## config.mk

```make
export PLATFORM = sky130hd
export DESIGN_NAME = bounded_lifo_stack
export DESIGN_NICKNAME = d
export VERILOG_FILES = /design/src/bls_pkg.sv /design/src/bls_core.sv /design/src/bounded_lifo_stack.sv
export SDC_FILE = /design/constraint.sdc
export NUM_CORES = 2
export LEC_CHECK = 0
export BUFFER_PORTS_ARGS = -buffer_cell sky130_fd_sc_hd__buf_2
export CORE_ASPECT_RATIO = 0.8
export CORE_MARGIN = 3
export CORE_UTILIZATION = 47
export DETAILED_ROUTE_END_ITERATION = 8
export MAX_ROUTING_LAYER = met4
export SLEW_MARGIN = 40
export SYNTH_ARGS = -nofsm -noshare
export SYNTH_HDL_FRONTEND = slang
export SYNTH_SLANG_ARGS = --single-unit
```

## constraint.sdc

```tcl
create_clock -name i_clk -period 10.3 [get_ports i_clk]
set_input_delay 0.515 -clock i_clk [delete_from_list [all_inputs] [get_ports i_clk]]
set_output_delay 0.515 -clock i_clk [all_outputs]
set_load 0.005 [all_outputs]
```

## src/bls_pkg.sv

```systemverilog
// Shared types and constants for the bounded LIFO stack.
// Used by bls_core and bounded_lifo_stack; depends on nothing.
package bls_pkg;

    localparam int DEPTH   = 64;
    localparam int ADDR_W  = (DEPTH > 1) ? $clog2(DEPTH) : 1;
    localparam int COUNT_W = 7;
    localparam int WORD_W  = 32;
    localparam int DIST_W  = 6;
    localparam int CAP_W   = 7;
    localparam int APB_W   = 32;
    localparam int PADDR_W = 3;

    localparam logic [CAP_W-1:0] CAP_RESET = CAP_W'(64);

    // Register index taken from the byte address (4 bytes per register).
    localparam logic REG_CAPACITY = 1'b0;

    typedef enum logic [1:0] {
        MODE_PUSH      = 2'd0,
        MODE_POP       = 2'd1,
        MODE_READ      = 2'd2,
        MODE_OVERWRITE = 2'd3
    } t_mode;

    typedef enum logic [1:0] {
        ST_OK    = 2'd0,
        ST_FULL  = 2'd1,
        ST_EMPTY = 2'd2,
        ST_RANGE = 2'd3
    } t_status;

    typedef struct packed {
        t_mode                     mode;
        logic signed [WORD_W-1:0]  value;
        logic [DIST_W-1:0]         distance;
    } t_req;

    typedef struct packed {
        logic signed [WORD_W-1:0]  data;
        t_status                   status;
        logic [COUNT_W-1:0]        fill;
    } t_rsp;

endpackage

```

## src/bls_core.sv

```systemverilog
// Stack engine: entry memory, entry counter and read-modify-write sequencing.
// Depends on bls_pkg.
module bls_core (
    input  logic                       i_clk,
    input  logic                       i_rst_n,
    input  logic                       i_acc,
    input  bls_pkg::t_req              i_req,
    input  logic [bls_pkg::CAP_W-1:0]  i_cap,
    output logic                       o_rsp_valid,
    output bls_pkg::t_rsp              o_rsp
);

    logic signed [bls_pkg::WORD_W-1:0] r_mem [bls_pkg::DEPTH];
    logic signed [bls_pkg::WORD_W-1:0] r_q;

    logic [bls_pkg::COUNT_W-1:0] r_count, n_count;
    logic                        r_done;
    bls_pkg::t_status            r_status, n_status;
    logic                        r_has_data, n_has_data;
    logic                        r_ovw, n_ovw;
    logic [bls_pkg::ADDR_W-1:0]  r_addr;
    logic signed [bls_pkg::WORD_W-1:0] r_value;

    logic [bls_pkg::COUNT_W-1:0] eff_cap;
    logic [bls_pkg::COUNT_W-1:0] dist_ext;
    logic [bls_pkg::COUNT_W-1:0] pos;
    logic [bls_pkg::ADDR_W-1:0]  addr;
    logic                        rd_en;
    logic                        push_wr;
    logic                        wr_en;
    logic [bls_pkg::ADDR_W-1:0]  wr_addr;
    logic signed [bls_pkg::WORD_W-1:0] wr_data;

    // Capacity saturates at the memory depth.
    assign eff_cap  = (bls_pkg::COUNT_W'(i_cap) > bls_pkg::COUNT_W'(bls_pkg::DEPTH))
                    ? bls_pkg::COUNT_W'(bls_pkg::DEPTH) : bls_pkg::COUNT_W'(i_cap);
    assign dist_ext = bls_pkg::COUNT_W'(i_req.distance);
    assign pos      = r_count - bls_pkg::COUNT_W'(1) - dist_ext;

    always_comb begin
        n_count    = r_count;
        n_status   = bls_pkg::ST_OK;
        n_has_data = 1'b0;
        n_ovw      = 1'b0;
        addr       = r_count[bls_pkg::ADDR_W-1:0];
        rd_en      = 1'b0;
        push_wr    = 1'b0;
        unique case (i_req.mode)
            bls_pkg::MODE_PUSH: begin
                if (r_count >= eff_cap) begin
                    n_status = bls_pkg::ST_FULL;
                end else begin
                    push_wr = i_acc;
                    n_count = r_count + bls_pkg::COUNT_W'(1);
                end
            end
            bls_pkg::MODE_POP: begin
                if (r_count == '0) begin
                    n_status = bls_pkg::ST_EMPTY;
                end else begin
                    n_count    = r_count - bls_pkg::COUNT_W'(1);
                    addr       = n_count[bls_pkg::ADDR_W-1:0];
                    rd_en      = i_acc;
                    n_has_data = 1'b1;
                end
            end
            bls_pkg::MODE_READ, bls_pkg::MODE_OVERWRITE: begin
                if (r_count == '0) begin
                    n_status = bls_pkg::ST_EMPTY;
                end else if (dist_ext >= r_count) begin
                    n_status = bls_pkg::ST_RANGE;
                end else begin
                    addr       = pos[bls_pkg::ADDR_W-1:0];
                    rd_en      = i_acc;
                    n_has_data = 1'b1;
                    n_ovw      = (i_req.mode == bls_pkg::MODE_OVERWRITE);
                end
            end
            default: begin
                n_status = bls_pkg::ST_OK;
            end
        endcase
    end

    // Single write port: push writes in the accept cycle, overwrite writes back
    // in the cycle after it, once the old word has been read.
    assign wr_en   = push_wr | (r_done & r_ovw);
    assign wr_addr = push_wr ? addr : r_addr;
    assign wr_data = push_wr ? i_req.value : r_value;

    always_ff @(posedge i_clk) begin
        if (wr_en) begin
            r_mem[wr_addr] <= wr_data;
        end
        if (rd_en) begin
            r_q <= r_mem[addr];
        end
    end

    always_ff @(posedge i_clk) begin
        if (!i_rst_n) begin
            r_count <= '0;
            r_done  <= 1'b0;
            r_ovw   <= 1'b0;
        end else begin
            r_done <= i_acc;
            if (i_acc) begin
                r_count <= n_count;
                r_ovw   <= n_ovw;
            end else begin
                r_ovw   <= 1'b0;
            end
        end
    end

    always_ff @(posedge i_clk) begin
        if (i_acc) begin
            r_status   <= n_status;
            r_has_data <= n_has_data;
            r_addr     <= addr;
            r_value    <= i_req.value;
        end
    end

    assign o_rsp_valid = r_done;
    assign o_rsp.data   = r_has_data ? r_q : '0;
    assign o_rsp.status = r_status;
    assign o_rsp.fill   = r_count;

    a_count_bound: assert property (@(posedge i_clk) disable iff (!i_rst_n)
        r_count <= bls_pkg::COUNT_W'(bls_pkg::DEPTH))
        else $error("entry count exceeds depth");

    a_no_overlap: assert property (@(posedge i_clk) disable iff (!i_rst_n)
        i_acc |-> !r_done)
        else $error("request accepted while previous one in flight");

    a_one_beat: assert property (@(posedge i_clk) disable iff (!i_rst_n)
        i_acc |=> r_done ##1 !r_done)
        else $error("result beat not exactly one cycle");

    a_err_zero: assert property (@(posedge i_clk) disable iff (!i_rst_n)
        (r_done && r_status != bls_pkg::ST_OK) |-> o_rsp.data == '0)
        else $error("error result carries data");

    a_count_step: assert property (@(posedge i_clk) disable iff (!i_rst_n)
        !i_acc |=> r_count == $past(r_count))
        else $error("entry count changed without a request");

endmodule

```

## src/bounded_lifo_stack.sv

```systemverilog
// Top level of the bounded LIFO stack: command port, APB capacity register.
// Depends on bls_pkg and bls_core.
//
//  channel   | handshake             | payload
//  ----------+-----------------------+----------------------------------------
//  request   | start && !busy        | i_mode, i_value_in, i_distance
//  result    | o_done (one cycle)    | o_data_out, o_status, o_fill_level
//  config    | psel&penable&pwrite   | paddr, pwdata, prdata (capacity @ 0x0)
//
// The accept cycle of a request issues the memory read (or the push write);
// the next cycle shows the result and writes back an overwrite. busy is high
// in that result cycle; the core's done register (r_done) sets it.
// Reset (synchronous, i_rst_n low) empties the stack and sets capacity to 64;
// memory contents are not cleared. Results cannot be stalled by the receiver.
module bounded_lifo_stack (
    input  logic                             i_clk,
    input  logic                             i_rst_n,
    input  logic                             start,
    output logic                             busy,
    input  logic [1:0]                       i_mode,
    input  logic signed [31:0]               i_value_in,
    input  logic [5:0]                       i_distance,
    output logic                             o_done,
    output logic signed [31:0]               o_data_out,
    output logic [1:0]                       o_status,
    output logic [6:0]                       o_fill_level,
    input  logic                             psel,
    input  logic                             penable,
    input  logic                             pwrite,
    input  logic [bls_pkg::PADDR_W-1:0]      paddr,
    input  logic [bls_pkg::APB_W-1:0]        pwdata,
    output logic [bls_pkg::APB_W-1:0]        prdata,
    output logic                             pready
);

    logic [bls_pkg::CAP_W-1:0] r_cap;
    logic                      acc;
    logic                      cfg_wr;
    bls_pkg::t_req             req;
    bls_pkg::t_rsp             rsp;
    logic                      rsp_valid;

    assign pready = 1'b1;
    assign cfg_wr = psel & penable & pwrite & pready & (paddr[2] == bls_pkg::REG_CAPACITY);

    always_ff @(posedge i_clk) begin
        if (!i_rst_n) begin
            r_cap <= bls_pkg::CAP_RESET;
        end else if (cfg_wr) begin
            r_cap <= pwdata[bls_pkg::CAP_W-1:0];
        end
    end

    assign prdata = (paddr[2] == bls_pkg::REG_CAPACITY) ? bls_pkg::APB_W'(r_cap) : '0;

    assign acc          = start & ~busy;
    assign req.mode     = bls_pkg::t_mode'(i_mode);
    assign req.value    = i_value_in;
    assign req.distance = i_distance;

    bls_core u_core (
        .i_clk       (i_clk),
        .i_rst_n     (i_rst_n),
        .i_acc       (acc),
        .i_req       (req),
        .i_cap       (r_cap),
        .o_rsp_valid (rsp_valid),
        .o_rsp       (rsp)
    );

    assign busy         = rsp_valid;
    assign o_done       = rsp_valid;
    assign o_data_out   = rsp.data;
    assign o_status     = rsp.status;
    assign o_fill_level = rsp.fill;

endmodule
```

* Yosys cells after proc, flatten, opt, wreduce, memory -nomap -nowiden
Memory sizes are Yosys's and may differ from the RTL's. A register that Yosys moved wholly into a read port is not among the register bits.
Cells that the tools add are included.
** Storage, ports and cells
- RAM bits :: 2048
- Input bits :: 81
- Bits in registers :: 57
- Bits in read-only memories :: 0
- Memories kept :: 1
- Bits in latches :: 0
- Logic and storage cells :: 66
** Cells by class
- $lt $le $gt $ge :: 3
- Reduce and logical (&&, ||, !) cells :: 6
- Divide/modulo/power cells :: 0
- $add $sub $neg :: 3
- Multiply operators :: 0
- Bitwise operators :: 11
- Multiplexer cells :: 29
- Equal/unequal tests :: 5
- Shift operators :: 0
** Memory list
- u_core.r_mem :: depth 64, width 32, rd ports 1, clocked after Yosys merged registers in 1, wr ports 1, RTL line bls_core.sv:13 : logic signed [bls_pkg::WORD_W-1:0] r_mem [bls_pkg::DEPTH];
** Operator list (count)
- two-way mux 32 bit :: 2
- two-way mux 7 bit :: 4
- two-way mux 6 bit :: 4
- one-hot mux 7 bit (2 select lines) :: 1
- one-hot mux 6 bit (2 select lines) :: 1
- two-way mux 1 bit :: 11
- adder 7 x 1 -> 7 bit (second input constant) :: 1
- >= comparator 6 x 7 -> 1 bit :: 1
- >= comparator 7 bit :: 1
- greater-than comparator 7 bit (second input constant) :: 1
- logical NOT 7 bit :: 1
- subtractor 7 x 1 -> 7 bit (second input constant) :: 1
- two-way mux 2 bit :: 3
- one-hot mux 2 bit (3 select lines) :: 1
- subtractor 6 bit :: 1
- bitwise AND 1 bit :: 5
- inverter 1 bit :: 5
- OR reduction 5 bit :: 1
- == test 2 bit (second input constant) :: 2
- inequality test 2 bit (second input constant) :: 2
- one-hot mux 1 bit (2 select lines) :: 2
- AND reduction 4 bit :: 1
- == test 2 x 1 -> 1 bit (second input constant) :: 1
- logical NOT 2 bit :: 1
- 3 further kinds :: 3

* Longest topological paths before layout
- Depth in word-level cells :: 8
- Mapped depth :: 17
- Depth with buffers taken out :: 15

* Hierarchy
From an unflattened synthesis, not the netlist that was laid out.
** Unflattened totals
- Cell total of the unflattened synthesis :: 5628
- Area total of the unflattened synthesis :: 83854.2 µm²
** Modules (own cells, without submodules)
- bls_core :: instances 1, area each 83283.6 µm², seq. area each 63871.3 µm², cells each 5560
- bounded_lifo_stack :: instances 1, area each 570.5 µm², seq. area each 140.1 µm², cells each 68

* Worst setup path before layout
Ideal clock, no wire load.
- Path kind :: reg-to-reg
- From :: reg u_core.r_count[0] (netlist name)
- To :: mem u_core.r_mem[12][0] (netlist name), enable pin
- Cell stages (with the launch flop) :: 15
- Path buffers :: 2
- Library setup time :: 421 ps
- Slack :: 5284 ps
- Data required time :: 9879 ps
- Data arrival time :: 4595 ps
- Clock period less this slack :: 5016 ps
- Cells stage by stage :: dfxtp_1 inv_1 ha_1 nand2b_1 a21o_1 a21o_1 a21o_1 a21o_1 a21o_1 a2111o_1 buf_2 buf_1 o22ai_1 nand3_1 nor2_1
** On the way
- Word-level cells in the longest chain between the ends :: 6
- Elaborated cells between the ends (all ways) :: 15
** RTL lines
- start: declaration :: RTL line bls_core.sv:16 : logic [bls_pkg::COUNT_W-1:0] r_count, n_count;
- start signal: assignment :: RTL line bls_core.sv:108 : r_count <= n_count;
- subtractor 7 x 1 -> 7 bit or >= comparator 7 bit (tied branches) :: RTL line bls_core.sv:38, bls_core.sv:50
- subtractor 6 bit or two-way mux 1 bit (tied branches) :: RTL line bls_core.sv:38, bls_core.sv:50
- two-way mux 6 bit or two-way mux 1 bit (tied branches) :: RTL line bls_core.sv:70, bls_core.sv:48
- two-way mux 6 bit or bitwise OR 1 bit (tied branches) :: RTL line bls_core.sv:68, bls_core.sv:87
- one-hot mux 6 bit (2 select lines) or two-way mux 1 bit (tied branches) :: RTL line bls_core.sv:48, bls_core.sv:92
- two-way mux 6 bit or two-way mux 1 bit (tied branches) :: RTL line bls_core.sv:88, bls_core.sv:93
- end: declaration :: RTL line bls_core.sv:13
Several ways; a longest one is shown, not always the timed one.

* Worst setup path after layout
- From :: reg u_core.r_count[0] (netlist name)
- To :: mem u_core.r_mem[18][6] (netlist name), enable pin
The elaborated chain is that of the path after synthesis.

==> qor.yml <==
cts:
  cts_resized: 0
  clockRootBuffer: "clkbuf_16"
  htree_levels: 4
  clk_pin_slew_ns: 0.07
  clkLatencyLatePin_ns: 0.84
  holdBufCountCts: 41
  cts_tree: "done"
  numCtsBuffers: 204
  post-cts-setup-buffers: 0
  clock-sinks: 2137
  ctsLongestPathBuffers: 3
worst_setup_path:
  path_delay_family: "buffers and inverters"
  arrival_ns: 7.04
  worst-path-buf-inv: 6
  reg2reg_depth: 18
  r2r_start: "u_core.r_count[0]"
  slowest_delay_ns: 0.69
  cp_data_required_time_ns: 10.76
  reg2reg_slack_ns: 3.72
  worstSetupPathType: "reg -> reg"
  critPathSlowestCell: "nand3_1"
  reg2reg_to: "u_core.r_mem[18][6]"
  path_cells: "inv_1 > ha_1 > inv_1 > ha_1 > nor2b_1 > o21ai_0 > a21boi_0 > o21ai_0 > nand2b_1 > xnor2_1 > o21a_4 > inv_6 > buf_4 > buf_12 > mux2i_1 > nand3_1 > nor2_4 > buf_4"
  cp_max_fo: 49
  startpoint_type: "flip-flop"
  cp-end-kind: "flip-flop"
pwr:
  finalPower_mw: 19.9
  cellPowerDensity_nw_per_um2: 208
  ir_drop_v: 0.000145
  leakage_nw: 31.6
run:
  max_cap_violations: 0
place:
  portBuffers: 103
  dp.cells: 8409
  dp_hpwl_mm: 128
  place_area_um2: 88700
  place_congestion: 0.837
  dpl_worst_slack_ns: 3.68
grt:
  grt_pass1_vias: 50100
  busiest_layer: "met1"
  grtUsageMet1_pct: 39.8
  grt_pass1_wl_mm: 357
  use_met2_pct: 38.2
  grt-ovfl-total: 0
  grt_max_degree: 189
  use_met3_pct: 5.35
  track_usage_pct: 27.1
  antenna_found_initial: 16
die:
  rows: 138
  initial_core_util_pct: 47.7
  dieArea_um2: 186000
  core_area_um2: 178000
  io_pins: 157
  dieWidth_um: 482
  die_y_um: 386
yosys:
  yosysTopAreaCellShare_pct: 74.9
  yosysWarnings: 0
  synth_common_cells: "edfxtp_1 (2121), nand2_1 (1527), nand3_1 (449), a21oi_1 (294), clkbuf_1 (270)"
  yosysTopAreaCell: "edfxtp_1"
  synth_seq_cells: 2137
  syn_area_um2: 85000
  synth_edf_count: 2121
  synthMostInstantiatedCell: "edfxtp_1"
  netlist_top_cells_area: "edfxtp_1 (75%), nand2_1 (6.7%), nand3_1 (2.6%), a221oi_1 (1.9%), a21oi_1 (1.7%)"
  synth_cell_types: 69
  netlist_instances: 6199
  synth.avg_cell_area_um2: 13.7
  seq_area_frac_synth_pct: 75.3
  synth_ff_type: "edfxtp_1"
  async_flop_share_pct: 0
hold_path:
  whs_endpoint: "u_core.o_rsp_valid"
  hold_start: "start"
  hold_depth: 3
  hold_class: "in -> reg"
finish:
  fin_area_um2: 95500
  fin_cells: 8829
  utilization_pct: 53.6
  area_delta_synth_final_pct: 12.4
  drive_gt1_share_pct: 10.7
  fin_nets: 6385
drt:
  ant_nets: 0
  drtPass1Iterations: 8
  wl_per_cell_um: 28.3
  vias_per_cell: 6.08
  drt_wl_total_mm: 250
  vias: 53700
  drc: 0
  drt_iter0_drc: 7671
sta:
  setup_viol: 0
  fin_crit_sh_pct: 63.9
  rsz0062_at_grt: "false"
  finalWorstSetupSlack_ns: 3.72
  worst_pin_slew_ns: 1.01
  slew_headroom_pct: 32.6
  fin_skew_ns: 0.0342
  holdWs_ns: 0.144
  finalHoldViolations: 0
  max_freq_mhz: 152
  post-route-min-period_ns: 6.58
  drv_slew: 0
  finalSetupTns_ns: 0
run_status:
  status: "complete, no violations"
-- logic make-up (layout without fill, tap and decap cells) --
group	after synthesis	after routing	synth area share, %
XOR/XNOR	11	11	0.113
AND/OR/NAND/NOR	2454	2454	12.4
multiplexers	118	118	1.49
adder cells (fa/ha/maj)	21	21	0.318
flip-flops	2137	2137	75.3
other	2	29	0.00883
buffers and inverters	481	704	2.45
AO/OA/AOI/OAI	975	975	7.92
-- cell usage in the layout (no fill, tap or decap), drive strengths merged, types with 41 or more instances in the layout --
cell	netlist	final
o21ai	104	104
a311oi	62	62
mux2i	51	51
dlygate4sd3	0	41
and3	155	155
nor3	100	100
clkinv	2	85
a21oi	294	294
nand2	1528	1528
edfxtp	2121	2121
clkbuf	270	272
buf	188	271
nand3	449	449
nor2	121	121
a31oi	96	96
mux2	67	67
a221oi	184	184
-- state kept, by name (all words and copies together) (netlist names) --
signal              flops
u_core.r_ovw            1
u_core.r_has_data       1
r_cap                   7
u_core.r_value         32
u_core.r_mem         2048
u_core.r_addr           6
u_core.r_status         2
u_core.r_count          7
u_core.o_rsp_valid      1
u_core.r_q             32
-- area by class of cell --
cell class	instances	area [um^2]
antenna	3	7.51
clock inverter	97	714
fill	14500	82800
timing repair buffer	312	2540
inverter	23	114
tap	2380	2980
sequential	2137	64000
clock buffer	272	5420
multi-input combinational	3605	19800
-- report_power, final --
part / total (mW) / switching, mW / internal, mW
combinational: 3.17 / 2.36 / 0.809
sequential: 9.70 / 0.0161 / 9.68
clock: 7.04 / 3.20 / 3.84
total: 19.9 / 5.58 / 14.3
-- worst register-to-register path, stage by stage, from the launching register on --
cell and delay, ns:
dfxtp_1 0.59, inv_1 0.20, ha_1 0.38, inv_1 0.07
ha_1 0.26, nor2b_1 0.13, o21ai_0 0.32, a21boi_0 0.15
o21ai_0 0.18, nand2b_1 0.09, xnor2_1 0.20, o21a_4 0.62
inv_6 0.40, buf_4 0.43, buf_12 0.24, mux2i_1 0.40
nand3_1 0.69, nor2_4 0.24, buf_4 0.56
-- worst max-delay path by stage --
stage                       from              endpoint  slack (ns)  cells after the start
4_1_cts        u_core.r_count[0]         u_core.r_q[5]        3.74                     13
6_report       u_core.r_count[0]   u_core.r_mem[18][6]        3.72                     18
3_3_place_gp       i_distance[0]  u_core.r_mem[27][13]        3.63                     15
2_1_floorplan  u_core.r_count[0]   u_core.r_mem[12][0]        5.28                     14
5_1_grt        u_core.r_count[0]   u_core.r_mem[18][6]        3.36                     18
3_5_place_dp       i_distance[0]         u_core.r_q[5]        3.68                     15
-- per-layer routing --
| metal | vias to the layer above | share of wire [%] |
|---|---|---|
| li1 | 23500 | - |
| met1 | 27100 | 42 |
| met2 | 2738 | 44 |
| met3 | 365 | 11 |
| met4 | 0 | 3.2 |
| met5 | - | 0 |
No activity file was read; power rests on OpenSTA's default activity.
